## config.mk

```make
export PLATFORM = sky130hd
export DESIGN_NAME = two_wire_display_frame_sender_flat
export DESIGN_NICKNAME = d
export VERILOG_FILES = /design/src/design/twdfs_pkg.sv /design/src/design/twdfs_req_if.sv /design/src/design/twdfs_rsp_if.sv /design/src/design/two_wire_display_frame_sender.sv /design/src/flat_wrapper.sv
export VERILOG_INCLUDE_DIRS = /design/src /design/src/design
export SDC_FILE = /design/constraint.sdc
export NUM_CORES = 1
export LEC_CHECK = 0
export ABC_AREA = 1
export BUFFER_PORTS_ARGS = -buffer_cell sky130_fd_sc_hd__buf_2
export CAP_MARGIN = 20
export CORE_ASPECT_RATIO = 0.75
export CORE_UTILIZATION = 65
export DETAILED_ROUTE_END_ITERATION = 10
export GPL_ROUTABILITY_DRIVEN = 0
export PLACE_DENSITY = 0.83
export SLEW_MARGIN = 20
export SYNTH_ARGS = -nofsm -noshare
export SYNTH_HDL_FRONTEND = slang
export SYNTH_SLANG_ARGS = --single-unit
```

## constraint.sdc

```tcl
create_clock -name clk -period 4.97 [get_ports clk]
set_clock_uncertainty 0.2 [all_clocks]
set_input_delay 0.2485 -clock clk [delete_from_list [all_inputs] [get_ports clk]]
set_output_delay 0.2485 -clock clk [all_outputs]
set_load 0.01 [all_outputs]
```

## src/design/assert_macros.svh

```systemverilog
// assertion macros used by the frame sender design
`ifndef ASSERT_MACROS_SVH
`define ASSERT_MACROS_SVH

// condition holds at every edge out of reset
`define ASSERT_ALWAYS(lbl, cond) \
    lbl: assert property (@(posedge clk) disable iff (!rst_n) (cond)) \
        else $error("assertion failed");

// consequent holds in the same cycle
`define ASSERT_IMPL(lbl, ante, cons) \
    lbl: assert property (@(posedge clk) disable iff (!rst_n) (ante) |-> (cons)) \
        else $error("assertion failed");

// consequent holds in the next cycle
`define ASSERT_NEXT(lbl, ante, cons) \
    lbl: assert property (@(posedge clk) disable iff (!rst_n) (ante) |=> (cons)) \
        else $error("assertion failed");

`endif

```

## src/design/twdfs_pkg.sv

```systemverilog
// types and constants of the two-wire display frame sender
`timescale 1ns / 1ps

package twdfs_pkg;

    localparam logic [1:0] OP_LOAD  = 2'd0;
    localparam logic [1:0] OP_BEGIN = 2'd1;
    localparam logic [1:0] OP_TICK  = 2'd2;

    localparam logic [1:0] PART_IDLE = 2'd0;
    localparam logic [1:0] PART_DATA = 2'd1;
    localparam logic [1:0] PART_ADDR = 2'd2;
    localparam logic [1:0] PART_CTRL = 2'd3;

    localparam logic REG_BRIGHTNESS = 1'b0;
    localparam logic REG_DISPLAY_ON = 1'b1;

    localparam logic [7:0] CMD_DATA    = 8'h40;
    localparam logic [7:0] CMD_ADDR    = 8'hC0;
    localparam logic [7:0] CMD_CTRL    = 8'h80;
    localparam logic [7:0] CTRL_ON     = 8'h08;
    localparam logic [7:0] CTRL_BRIGHT = 8'h07;

    localparam logic [4:0] BIT_STEPS = 5'd24;
    localparam logic [4:0] ACK_CLK   = 5'd24;
    localparam logic [4:0] ACK_LOW   = 5'd25;
    localparam logic [4:0] ACK_SENSE = 5'd26;
    localparam logic [4:0] LAST_STEP = 5'd27;

    typedef struct packed {
        logic [1:0] op;
        logic [2:0] digit_index;
        logic [7:0] segment_bits;
        logic       dio_sense;
    } req_t;

    typedef struct packed {
        logic clk_low;
        logic dio_low;
        logic busy_res;
        logic nack_seen;
    } rsp_t;

endpackage

```

## src/design/twdfs_req_if.sv

```systemverilog
// input channel of the frame sender
`timescale 1ns / 1ps

interface twdfs_req_if;
    logic              valid;
    logic              ready;
    twdfs_pkg::req_t   data;

    modport source (output valid, output data, input ready);
    modport sink (input valid, input data, output ready);
endinterface

```

## src/design/twdfs_rsp_if.sv

```systemverilog
// result channel of the frame sender
`timescale 1ns / 1ps

interface twdfs_rsp_if;
    logic              valid;
    logic              ready;
    twdfs_pkg::rsp_t   data;

    modport source (output valid, output data, input ready);
    modport sink (input valid, input data, output ready);
endinterface

```

## src/design/two_wire_display_frame_sender.sv

```systemverilog
// Two-wire display frame sender. Holds one segment byte per digit and
// sends a three-part frame (data command, address command plus digit
// bytes, control byte) over an open-drain clock/data link, one delay step
// per tick word. Every accepted word yields one result word with the wire
// drives and the busy and missing-acknowledge flags. A word is taken every
// clock cycle: the sequencer registers update in the cycle of acceptance
// and the result sits in an output register backed by a one-word skid
// register, so input stalls only once both are full. The user must write
// brightness and display-on via the configuration port only while idle, as
// the block does not check it; the control byte takes them at the third part.
`timescale 1ns / 1ps

`include "assert_macros.svh"

module two_wire_display_frame_sender #(
    parameter int DIGITS = 5
) (
    input  logic                 clk,
    input  logic                 rst_n,
    input  logic                 cfg_we,
    input  logic                 cfg_index,
    input  logic [2:0]           cfg_data,
    twdfs_req_if.sink            req,
    twdfs_rsp_if.source          rsp
);

    localparam int IDX_W = (DIGITS > 1) ? $clog2(DIGITS) : 1;
    localparam logic [2:0] NUM_DIGITS  = 3'(DIGITS);
    localparam logic [2:0] PART2_BYTES = 3'(DIGITS + 1);

    typedef enum logic [1:0] {
        PH_START,
        PH_BYTE,
        PH_STOP
    } phase_t;

    logic [2:0]       brightness_reg;
    logic             display_on_reg;
    logic [7:0]       store_reg [DIGITS];
    logic [1:0]       part_reg, part_next;
    phase_t           phase_reg, phase_next;
    logic [2:0]       byte_count_reg, byte_count_next;
    logic [4:0]       step_reg, step_next;
    logic [1:0]       bit_phase_reg, bit_phase_next;
    logic [7:0]       shift_reg, shift_next;
    logic             clk_drive_reg, clk_drive_next;
    logic             dio_drive_reg, dio_drive_next;
    logic             nack_reg, nack_next;

    logic             out_valid_reg;
    twdfs_pkg::rsp_t  out_data_reg;
    logic             skid_valid_reg;
    twdfs_pkg::rsp_t  skid_data_reg;

    logic             accept;
    logic             out_free;
    logic             busy;
    logic             store_we;
    logic [2:0]       byte_inc;
    logic [2:0]       part_bytes;
    logic [7:0]       ctrl_byte;
    logic [7:0]       first_byte;
    logic [7:0]       store_rd;
    twdfs_pkg::rsp_t  result;

    assign accept   = req.valid && req.ready;
    assign out_free = !out_valid_reg || rsp.ready;
    assign busy     = part_reg != twdfs_pkg::PART_IDLE;

    assign req.ready = !skid_valid_reg;
    assign rsp.valid = out_valid_reg;
    assign rsp.data  = out_data_reg;

    assign byte_inc   = byte_count_reg + 3'd1;
    assign part_bytes = (part_reg == twdfs_pkg::PART_ADDR) ? PART2_BYTES : 3'd1;
    assign ctrl_byte  = twdfs_pkg::CMD_CTRL
                      | ({5'd0, brightness_reg} & twdfs_pkg::CTRL_BRIGHT)
                      | (display_on_reg ? twdfs_pkg::CTRL_ON : 8'h00);
    assign store_rd   = store_reg[IDX_W'(byte_inc - 3'd1)];

    always_comb
    begin
        case (part_reg)
            twdfs_pkg::PART_DATA: first_byte = twdfs_pkg::CMD_DATA;
            twdfs_pkg::PART_CTRL: first_byte = ctrl_byte;
            default:              first_byte = twdfs_pkg::CMD_ADDR;
        endcase
    end

    always_comb
    begin
        part_next       = part_reg;
        phase_next      = phase_reg;
        byte_count_next = byte_count_reg;
        step_next       = step_reg;
        bit_phase_next  = bit_phase_reg;
        shift_next      = shift_reg;
        clk_drive_next  = clk_drive_reg;
        dio_drive_next  = dio_drive_reg;
        nack_next       = nack_reg;
        store_we        = 1'b0;

        if (accept)
        begin
            unique case (req.data.op)
                twdfs_pkg::OP_LOAD:
                begin
                    store_we = !busy && (req.data.digit_index < NUM_DIGITS);
                end
                twdfs_pkg::OP_BEGIN:
                begin
                    if (!busy)
                    begin
                        part_next       = twdfs_pkg::PART_DATA;
                        phase_next      = PH_START;
                        byte_count_next = 3'd0;
                        step_next       = 5'd0;
                        bit_phase_next  = 2'd0;
                        nack_next       = 1'b0;
                    end
                end
                twdfs_pkg::OP_TICK:
                begin
                    if (busy)
                    begin
                        unique case (phase_reg)
                            PH_START:
                            begin
                                dio_drive_next  = 1'b1;
                                phase_next      = PH_BYTE;
                                byte_count_next = 3'd0;
                                step_next       = 5'd0;
                                bit_phase_next  = 2'd0;
                                shift_next      = first_byte;
                            end
                            PH_BYTE:
                            begin
                                if (step_reg < twdfs_pkg::BIT_STEPS)
                                begin
                                    case (bit_phase_reg)
                                        2'd0: clk_drive_next = 1'b1;
                                        2'd1: dio_drive_next = !shift_reg[0];
                                        2'd2:
                                        begin
                                            clk_drive_next = 1'b0;
                                            shift_next     = {1'b0, shift_reg[7:1]};
                                        end
                                        default: ;
                                    endcase
                                    step_next      = step_reg + 5'd1;
                                    bit_phase_next = (bit_phase_reg == 2'd2) ? 2'd0
                                                   : bit_phase_reg + 2'd1;
                                end
                                else if (step_reg == twdfs_pkg::ACK_CLK)
                                begin
                                    clk_drive_next = 1'b1;
                                    dio_drive_next = 1'b0;
                                    step_next      = twdfs_pkg::ACK_LOW;
                                end
                                else if (step_reg == twdfs_pkg::ACK_LOW)
                                begin
                                    clk_drive_next = 1'b0;
                                    step_next      = twdfs_pkg::ACK_SENSE;
                                end
                                else if (step_reg == twdfs_pkg::ACK_SENSE)
                                begin
                                    if (!req.data.dio_sense)
                                        dio_drive_next = 1'b1;
                                    else
                                        nack_next = 1'b1;
                                    step_next = twdfs_pkg::LAST_STEP;
                                end
                                else
                                begin
                                    clk_drive_next  = 1'b1;
                                    step_next       = 5'd0;
                                    bit_phase_next  = 2'd0;
                                    byte_count_next = byte_inc;
                                    if (byte_inc < part_bytes && byte_inc != 3'd0)
                                        shift_next = store_rd;
                                    else
                                        phase_next = PH_STOP;
                                end
                            end
                            PH_STOP:
                            begin
                                if (step_reg == 5'd0)
                                begin
                                    dio_drive_next = 1'b1;
                                    step_next      = 5'd1;
                                end
                                else if (step_reg == 5'd1)
                                begin
                                    clk_drive_next = 1'b0;
                                    step_next      = 5'd2;
                                end
                                else
                                begin
                                    dio_drive_next  = 1'b0;
                                    step_next       = 5'd0;
                                    byte_count_next = 3'd0;
                                    phase_next      = PH_START;
                                    part_next       = (part_reg == twdfs_pkg::PART_CTRL)
                                                    ? twdfs_pkg::PART_IDLE
                                                    : part_reg + 2'd1;
                                end
                            end
                            default: ;
                        endcase
                    end
                end
                default: ;
            endcase
        end
    end

    assign result.clk_low   = clk_drive_next;
    assign result.dio_low   = dio_drive_next;
    assign result.busy_res  = part_next != twdfs_pkg::PART_IDLE;
    assign result.nack_seen = nack_next;

    always_ff @(posedge clk or negedge rst_n)
    begin
        if (!rst_n)
        begin
            brightness_reg <= 3'd7;
            display_on_reg <= 1'b1;
            for (int i = 0; i < DIGITS; i++)
                store_reg[i] <= 8'h00;
            part_reg       <= twdfs_pkg::PART_IDLE;
            phase_reg      <= PH_START;
            byte_count_reg <= 3'd0;
            step_reg       <= 5'd0;
            bit_phase_reg  <= 2'd0;
            shift_reg      <= 8'h00;
            clk_drive_reg  <= 1'b0;
            dio_drive_reg  <= 1'b0;
            nack_reg       <= 1'b0;
            out_valid_reg  <= 1'b0;
            skid_valid_reg <= 1'b0;
        end
        else
        begin
            if (cfg_we)
            begin
                unique case (cfg_index)
                    twdfs_pkg::REG_BRIGHTNESS: brightness_reg <= cfg_data;
                    twdfs_pkg::REG_DISPLAY_ON: display_on_reg <= cfg_data[0];
                    default: ;
                endcase
            end
            if (store_we)
                store_reg[IDX_W'(req.data.digit_index)] <= req.data.segment_bits;

            part_reg       <= part_next;
            phase_reg      <= phase_next;
            byte_count_reg <= byte_count_next;
            step_reg       <= step_next;
            bit_phase_reg  <= bit_phase_next;
            shift_reg      <= shift_next;
            clk_drive_reg  <= clk_drive_next;
            dio_drive_reg  <= dio_drive_next;
            nack_reg       <= nack_next;

            // result register with one skid word behind it
            if (accept)
            begin
                if (out_free)
                begin
                    out_valid_reg <= 1'b1;
                    out_data_reg  <= result;
                end
                else
                begin
                    skid_valid_reg <= 1'b1;
                    skid_data_reg  <= result;
                end
            end
            else if (rsp.ready)
            begin
                if (skid_valid_reg)
                begin
                    out_valid_reg  <= 1'b1;
                    out_data_reg   <= skid_data_reg;
                    skid_valid_reg <= 1'b0;
                end
                else
                begin
                    out_valid_reg <= 1'b0;
                end
            end
        end
    end

    `ASSERT_ALWAYS(a_skid_behind_out, !skid_valid_reg || out_valid_reg)
    `ASSERT_NEXT(a_skid_on_stall, accept && out_valid_reg && !rsp.ready, skid_valid_reg)
    `ASSERT_IMPL(a_idle_released, part_reg == twdfs_pkg::PART_IDLE, !clk_drive_reg && !dio_drive_reg && phase_reg == PH_START)
    `ASSERT_ALWAYS(a_step_range, step_reg <= twdfs_pkg::LAST_STEP && bit_phase_reg != 2'd3)
    `ASSERT_IMPL(a_stop_steps, phase_reg == PH_STOP, step_reg <= 5'd2)

endmodule

```

## src/flat_wrapper.sv

```systemverilog
// flat-port wrapper written by rule: the top's interface ports become plain ports
module two_wire_display_frame_sender_flat 
#(
    parameter int DIGITS = 5
)
  (clk, rst_n, cfg_we, cfg_index, cfg_data, req_valid, req_data, req_ready, rsp_valid, rsp_data, rsp_ready);
  twdfs_req_if req_i ();
  twdfs_rsp_if rsp_i ();
  input  logic clk;
  input  logic rst_n;
  input  logic cfg_we;
  input  logic cfg_index;
  input  logic [2:0] cfg_data;
  input wire logic [$bits(req_i.valid)-1:0] req_valid;
  input wire logic [$bits(req_i.data)-1:0] req_data;
  output wire logic [$bits(req_i.ready)-1:0] req_ready;
  output wire logic [$bits(rsp_i.valid)-1:0] rsp_valid;
  output wire logic [$bits(rsp_i.data)-1:0] rsp_data;
  input wire logic [$bits(rsp_i.ready)-1:0] rsp_ready;
  assign req_i.valid = req_valid;
  assign req_i.data = req_data;
  assign req_ready = req_i.ready;
  assign rsp_valid = rsp_i.valid;
  assign rsp_data = rsp_i.data;
  assign rsp_i.ready = rsp_ready;
  two_wire_display_frame_sender #(.DIGITS(DIGITS)) u_core (.clk(clk), .rst_n(rst_n), .cfg_we(cfg_we), .cfg_index(cfg_index), .cfg_data(cfg_data), .req(req_i), .rsp(rsp_i));
endmodule
```

=== Word level (Yosys, flattened, before mapping) ===
Cells that the tools add are included.

* Input port bits: 23
* Output and inout port bits: 6
* Logic and storage cells: 216
* Flip-flop bits (word level): 79

* Bitwise logic cells: 5
* $lt $le $gt $ge: 6
* Muxes and demuxes: 109
* Reduce and logical (&&, ||, !) cells: 31
* Equal/unequal tests: 34
* Add/subtract/negate cells: 5

{| class="wikitable"
|+ Operators with widths
! operator !! count
|-
| $mux W8 || 9
|-
| $mux W2 || 23
|-
| $bwmux W40 || 1
|-
| $mux W1 || 38
|-
| $mux W5 || 7
|-
| $pmux W8 S2 || 2
|-
| $mux W3 || 9
|-
| $ne A3 B3 Y1 const B || 9
|-
| $bmux W8 S3 || 1
|-
| $demux W8 S3 || 1
|-
| $mux W4 || 5
|-
| $ne A4 B3 Y1 const B || 4
|-
| $pmux W2 S2 || 4
|-
| $eq A5 B5 Y1 const B || 3
|-
| $pmux W5 S3 || 1
|-
| $reduce_and A12 Y1 || 1
|-
| $reduce_bool A2 Y1 || 6
|-
| $reduce_and A11 Y1 || 1
|-
| $eq A2 B2 Y1 const B || 5
|-
| $pmux W5 S2 || 1
|-
| $ne A3 B2 Y1 const B || 3
|-
| $pmux W3 S3 || 1
|-
| $reduce_and A9 Y1 || 1
|-
| $eq A2 B1 Y1 const B || 4
|-
| 31 further kinds || 50
|}

=== Longest topological paths before layout ===
Gate-level depths: netlist of the first run.

* Word-level depth: 12
* Mapped depth: 13
* Depth with buffers taken out: 13

=== Least setup slack after synthesis of the first run ===
No wires, ideal clock.

* Kind: reg-to-reg
* Start point: reg u_core.byte_count_reg[0]
* End point: reg u_core.shift_reg[4]
* Data required time: 4.696 ns
* Setup time: 0.074 ns
* Data arrival time: 1.803 ns
* Clock period less this slack: 2.077 ns
* Path slack: 2.893 ns
* Path buffers: 0
* Cell stages (with the launch flop): 13
* Cells stage by stage: dfrtp_1 -> ha_1 -> xor2_1 -> ha_1 -> a21oi_1 -> nand2_1 -> nor2_1 -> nand2_1 -> nand2_1 -> nand2_4 -> inv_4 -> nand2_1 -> o21ai_2

* Word-level cells in the longest chain between the ends: 12
* Elaborated cells between the ends (all ways): 17
* Classes of those cells: 2 x add/sub; 1 x order compare; 1 x eq/ne; 9 x mux; 1 x bitwise; 3 x reduce/logical

{| class="wikitable"
|+ Ends and longest elaborated chain
! what !! line !! source
|-
| start: declaration || two_wire_display_frame_sender.sv:42 || <nowiki>logic [2:0] byte_count_reg, byte_count_next;</nowiki>
|-
| start signal: assignment || two_wire_display_frame_sender.sv:257 || <nowiki>byte_count_reg <= byte_count_next;</nowiki>
|-
| $add A3 B1 Y3 (*) || two_wire_display_frame_sender.sv:74 || <nowiki>assign byte_inc = byte_count_reg + 3'd1;</nowiki>
|-
| $sub A3 B1 Y3 || two_wire_display_frame_sender.sv:79 || <nowiki>assign store_rd = store_reg[IDX_W'(byte_inc - 3'd1)];</nowiki>
|-
| $not A3 Y4 (implied by the code) || two_wire_display_frame_sender.sv:79 ||
|-
| $bmux W8 S3 || two_wire_display_frame_sender.sv:79 ||
|-
| $mux W8 (implied by the code) (2 in series) || two_wire_display_frame_sender.sv:79 ||
|-
| $mux W8 || two_wire_display_frame_sender.sv:179 || <nowiki>if (byte_inc < part_bytes && byte_inc != 3'd0)</nowiki>
|-
| $mux W8 || two_wire_display_frame_sender.sv:165 || <nowiki>else if (step_reg == twdfs_pkg::ACK_SENSE)</nowiki>
|-
| $mux W8 || two_wire_display_frame_sender.sv:160 || <nowiki>else if (step_reg == twdfs_pkg::ACK_LOW)</nowiki>
|-
| $mux W8 || two_wire_display_frame_sender.sv:154 || <nowiki>else if (step_reg == twdfs_pkg::ACK_CLK)</nowiki>
|-
| $mux W8 || two_wire_display_frame_sender.sv:138 || <nowiki>if (step_reg < twdfs_pkg::BIT_STEPS)</nowiki>
|-
| $pmux W8 S2 || two_wire_display_frame_sender.sv:126 || <nowiki>unique case (phase_reg)</nowiki>
|-
| end signal: assignment || two_wire_display_frame_sender.sv:260 || <nowiki>shift_reg <= shift_next;</nowiki>
|-
| end: declaration || two_wire_display_frame_sender.sv:45 || <nowiki>logic [7:0] shift_reg, shift_next;</nowiki>
|}

Mark *: on every way between the ends. The rest lies on a longest branch, timed or not. The select of a mux whose other input is x is not followed.
A chain may end at the register's enable or synchronous reset.

=== Final worst setup path of the first run ===
* Start point: reg u_core.byte_count_reg[0]
* End point: reg u_core.shift_reg[5]

Same word-level chain as after synthesis.

==> results of run 1 <==
[synthesized netlist by cell type, types with 4 or more instances]
cell type	count	area share [%]
inv_1	60	5.1
o22ai_1	4	0.57
buf_2	7	0.79
nand3_1	24	2.7
dfrtp_1	67	38
o21ai_0	34	3.8
a21oi_1	19	2.1
ha_1	20	5.7
dfstp_2	4	2.4
o21ai_1	45	5.1
nor2_1	38	3.2
nor3_1	5	0.57
nand4_1	6	0.85
nand2_1	171	15
inv_2	7	0.59
edfxtp_1	8	5.4
nor2_2	4	0.57
[how the worst min path moves through the flow]
stage / start / to / slack (ns) / cells after the start
after floorplan: rst_n / u_core.bit_phase_reg[0] / -0.25 / 0
after global placement: cfg_index / u_core.display_on_reg / 0.22 / 2
after detailed placement: cfg_index / u_core.display_on_reg / 0.25 / 2
after CTS: req_data[2] / u_core.store_reg[33] / 0.001 / 3
after global routing: req_data[3] / u_core.store_reg[34] / 0.009 / 3
final: req_data[2] / u_core.store_reg[33] / 0.01 / 3
[worst register-to-register path, delay by kind of cell (launching register included)]
kind            cells  cell delay [ns]
fa+ha+maj           1             0.45
flops               1             0.50
simple gates        2             0.82
compound gates      4             0.54
[cells by family (layout without fill, tap and decap cells)]
family	count (synthesis)	in the layout	share of synthesized area (%)
adders and majority gates	20	20	5.656
xor gates and xnor gates	1	1	0.1980
and+or+nand+nor	265	265	26.33
buffers and inverters	80	126	7.155
DFF	79	79	45.70
muxes	2	2	0.5090
AOI/OAI and AO/OA	117	117	14.45
[final cells by class]
cell class,instances,area [µm²],share of cell area [%]
multi-input combinational,405,2086,42.17
inverter,70,270.3,5.464
timing repair buffer,40,257.7,5.211
clock inverter,7,85.08,1.720
tap,81,101.3,2.049
clock buffer,9,123.9,2.504
sequential,79,2022,40.88
[where the power goes]
group | total (W) | leakage, nW | switching, W | internal (W)
registers | 0.000840 | 0.996 | 0.0000687 | 0.000771
logic | 0.000441 | 1.33 | 0.000279 | 0.000162
clock network | 0.000513 | 0.107 | 0.000270 | 0.000244
total | 0.00179 | 2.43 | 0.000617 | 0.00118
[routing by layer]
layer | vias to the layer above | routed length, µm | GRT usage (%)
li1 | 1919 | - | -
met1 | 1831 | 4845 | 43.38
met2 | 175 | 4711 | 47.65
met3 | 16 | 891 | 8.468
met4 | 0 | 83 | 7.680
met5 | - | 0 | 0
[what timing repair did]
action	in CTS	in global routing
hold buffers	11	0
endpoints found under the hold margin	79	0
setup endpoints to repair	0	0
[through the flow]
stage          power, W  setup WS (ns)  std cells  instance area (µm²)  util, %
2_1_floorplan  0.001145          2.893        564                 4424        -
3_3_place_gp   0.001248          2.614        664                 4627    71.81
3_5_place_dp   0.001268          2.426        664                 4627    71.81
4_1_cts        0.001787          2.405        691                 4946    76.76
5_1_grt        0.001881          2.214        691                 4946    76.76
6_report       0.001794          2.346        691                 4946    76.76
==> results_dict.tcl, run 1 <==
set metrics [dict create \
    outcome "complete, no violations" \
    initial_core_util_pct 68.66 \
    cts_sinks 79 \
    port_buffers 28 \
    drive_above_1_share_pct 14.26 \
    relSlewSlack_pct 40.88 \
    placementRows 25 \
    synth-seq-area-share_pct 45.70 \
    die_area_um2 7144 \
    drv_slew 0 \
    fill_cells 504 \
    viasPerCell 5.703 \
    grt_max_degree 72 \
    post-dp-hpwl_mm 7.513 \
    ir_drop_v 0.0002687 \
    cap_violations 0 \
    min_period_ns 2.624 \
    synth_edf_count 8 \
    wl_mm 10.53 \
    cts_tree "done" \
    yosysUniqueCellTypes 40 \
    cp.arrival_ns 2.68 \
    postCtsSetupBuffers 0 \
    wire_per_inst_um 15.24 \
    crit_required_ns 5.03 \
    cts_root_buf "clkbuf_8" \
    fmax_mhz 381.1 \
    synth_area_per_cell_um2 7.844 \
    critPathCaptureType "register" \
    clk_pin_slew_worst_paths_ns 0.09 \
    vias 3941 \
    clk_latency_ns 0.37 \
    die_w_um 97.27 \
    rsz0062_at_grt "false" \
    synthCells 564 \
    cts_buffer_depth 2 \
    ios 29 \
    ctsResizeCount 0 \
    async_reset_ff_share_pct 89.87 \
    crit_cells 7 \
    syn-num-nets 607 \
    leakagePower_nw 2.429 \
    antenna_cells 0 \
    hold_path_class "in -> reg" \
    core-area_um2 6444 \
    drt_pass1_iterations 6 \
    setup_viol 0 \
    grt_pass1_vias 3515 \
    mostFrequentLayoutCells "nand2_1 (171), dfrtp_1 (67), inv_1 (60)" \
    final_hold_viol_count 0 \
    critPathTopFamily "simple AND/OR/NAND/NOR gates" \
    reg2regPathDepth 7 \
    crit_fanout 11 \
    drt_iter0_drc 353 \
    yosysWarnings 0 \
    p_per_area_nw_per_um2 362.7 \
    ant_nets 0 \
    grt_antenna_before_repair 0 \
    crit_top_cell "o21ai_1" \
    reg2reg_from "u_core.byte_count_reg[0]" \
    drc 0 \
    largest_register_ff_count 40 \
    hold_ws_ns 0.01375 \
    die_h_um 73.45 \
    slowest_delay_ns 0.57 \
    area_delta_synth_final_pct 11.79 \
    path_class "reg -> reg" \
    cp-startpoint "u_core.byte_count_reg[0]" \
    path_cells "ha_1 > nor2_1 > nand2_1 > o21ai_1 > a21oi_1 > a21boi_0 > o21ai_1" \
    layout_commonest_cell "nand2_1" \
    nets 648 \
    endpoint "u_core.shift_reg[5]" \
    setup_tns_ns 0 \
    htreeDepth 3 \
    grt_pass1_wl_mm 16.69 \
    min_period_over_period_pct 52.80 \
    cts_buffers 9 \
    synth-seq-cells 79 \
    ys.flop_type "dfrtp_1" \
    r2r_end "u_core.shift_reg[5]" \
    r2r_slack_ns 2.35 \
    cp.buffers_inverters 0 \
    critPathLaunchType "register" \
    cpMaxStageDelayCell "nor2_1" \
    grt_overflow 0 \
    synth_area_um2 4424 \
    max_slew.worst_pin.slew_ns 0.8869 \
    grtUsageTotal_pct 30.70 \
]
No activity file was read; power rests on OpenSTA's default activity.
==> inputs of run 2 (changes only) <==
Settings changed: CORE_UTILIZATION 65 to 55, PLACE_DENSITY 0.83 to 0.74.
Clock period 4.97 ns to 2.4 ns, I/O delays scaled along.
==> run 2 against run 1 <==
  * Sequential cell count unchanged
  * Sequential power up 110%
  * Sequential share of layout area down 1.4 points
  * Worst setup slack worse by 2.2 ns
  * Clock power up 100%
  * Die area up 18%
  * First-iteration DRC count down 28%
  * Design area up 3.6%
  * Maximum frequency up 17%
  * Total power up 110%
  * Highest routed layer unchanged
==> results_dict.tcl, run 2 (same netlist as run 1, synthesis figures left out) <==
set metrics [dict create \
    die_h_um 79.67 \
    viasPerCell 5.398 \
    cp.buffers_inverters 3 \
    seq_area_um2 2023 \
    clk_pin_slew_worst_paths_ns 0.09 \
    ir_drop_v 0.0004494 \
    ios 29 \
    vias 3924 \
    drv_slew 0 \
    power_frac_clock_pct 27.9 \
    critPathCaptureType "register" \
    wl_mm 10.63 \
    seqPwrFrac_pct 46.4 \
    ant_nets 0 \
    cts_tree "done" \
    cpMaxStageDelayCell "dfrtp_2" \
    grt_overflow 0 \
    critPathTopFamily "simple AND/OR/NAND/NOR gates" \
    crit_required_ns 2.50 \
    placementRows 27 \
    fill_cells 637 \
    multi_input_area_um2 2108 \
    path_class "reg -> reg" \
    crit_top_cell "nand2_1" \
    power.switching_w 0.001265 \
    critPathLaunchType "register" \
    cts_buffers 9 \
    antenna_cells 0 \
    mostFrequentLayoutCells "nand2_1 (170), dfrtp_1 (66), inv_1 (60)" \
    die_w_um 105.6 \
    cap_violations 0 \
    grt_pass1_vias 3572 \
    nets 664 \
    min_period_ns 2.251 \
    port_buffers 28 \
    power_w 0.003730 \
    crit_fanout 7 \
    slowest_delay_ns 0.45 \
    grt_antenna_before_repair 0 \
    cts_sinks 79 \
    die_area_um2 8410 \
    largest_register_ff_count 40 \
    relSlewSlack_pct 39.68 \
    place_ws_ns 0.09387 \
    final_hold_viol_count 0 \
    layout_commonest_cell "nand2_1" \
    drt_pass1_iterations 6 \
    area_delta_synth_final_pct 15.84 \
    drive_above_1_share_pct 15.81 \
    setup_viol 0 \
    grt_max_degree 72 \
    core-area_um2 7567 \
    fmax_mhz 444.2 \
    cts_buffer_depth 2 \
    drt_iter0_drc 254 \
    cts_root_buf "clkbuf_8" \
    p_per_area_nw_per_um2 727.8 \
    post-dp-hpwl_mm 7.823 \
    outcome "complete, no violations" \
    cp.arrival_ns 2.36 \
    internal_power_w 0.002464 \
    power_frac_comb_pct 25.7 \
    max_slew.worst_pin.slew_ns 0.9048 \
    wire_per_inst_um 14.62 \
    grt_pass1_wl_mm 17.68 \
    min_period_over_period_pct 93.79 \
    clk_latency_ns 0.37 \
    swShare_pct 33.93 \
    grtUsageTotal_pct 27.59 \
    path_cells "inv_1 > ha_1 > inv_1 > ha_1 > a21oi_2 > nand2_1 > nor2_2 > nand2_1 > nand2_2 > nand2_4 > inv_6 > nand2_1 > o21ai_2" \
    leakagePower_nw 2.491 \
    drc 0 \
    hold_ws_ns 0.04988 \
    initial_core_util_pct 58.47 \
    htreeDepth 3 \
    setup_tns_ns 0 \
    fin_ws_ns 0.1490 \
    hold_path_class "in -> reg" \
]
[run 2: worst paths after layout]
check                                       end  depth (start not counted)                  from  slack (ns)
hold reg to reg            u_core.store_reg[35]                          2  u_core.store_reg[35]        0.29
setup / recovery            u_core.shift_reg[4]                         13    u_core.part_reg[0]        0.15
hold / removal             u_core.store_reg[10]                          3          req_data[10]        0.05
setup reg to reg            u_core.shift_reg[4]                         13    u_core.part_reg[0]        0.15
max in group asynchronous    u_core.part_reg[0]                          3                 rst_n        1.03
min in group asynchronous  u_core.store_reg[12]                          3                 rst_n        0.33
[run 2: metrics by stage]
stage | cell area (µm²) | util [%] | cells
floorplan | 4424 | - | 564
global placement | 4690 | 61.97 | 689
detailed placement | 4690 | 61.97 | 689
CTS | 5091 | 67.28 | 725
global route | 5125 | 67.72 | 727
finish | 5125 | 67.72 | 727
[run 2: final cells by class]
class	instances	area share (%)
clock buffers	9	2.417
clock inverters	7	1.514
inverters	70	5.322
multi-input cells	406	41.14
flip-flops and latches	79	39.48
well taps	101	2.466
repair buffers	55	7.666
[run 2: power by group through the flow]
stage | Clock (W) | Sequential [W] | Combinational [W]
after floorplan | 0 | 0.00172 | 0.000651
after global placement | 0 | 0.00174 | 0.000866
after detailed placement | 0 | 0.00175 | 0.000904
after CTS | 0.00105 | 0.00173 | 0.000938
after global routing | 0.00110 | 0.00176 | 0.00109
final | 0.00104 | 0.00173 | 0.000960
[run 2: what timing repair did]
action / CTS / global route
endpoints found under the setup margin: 0 / 8
gates resized for setup: 0 / 6
buffers inserted: 0 / 1
hold buffers: 20 / 0
hold endpoints to repair: 114 / 0
[run 2: metal layers]
layer	up-vias	routed length (µm)	global-route usage, %
met5	-	0	0
met4	0	121	7.778
met3	16	855	6.531
met2	126	4519	40.99
met1	1831	5132	40.32
li1	1951	-	-
[run 2: tightest hold or removal path: cells and delay by family]
family | cells | cell delay, ns
AO/OA/AOI/OAI | 1 | 0.09
buffers and inverters | 1 | 0.12
AND/OR/NAND/NOR | 1 | 0.26
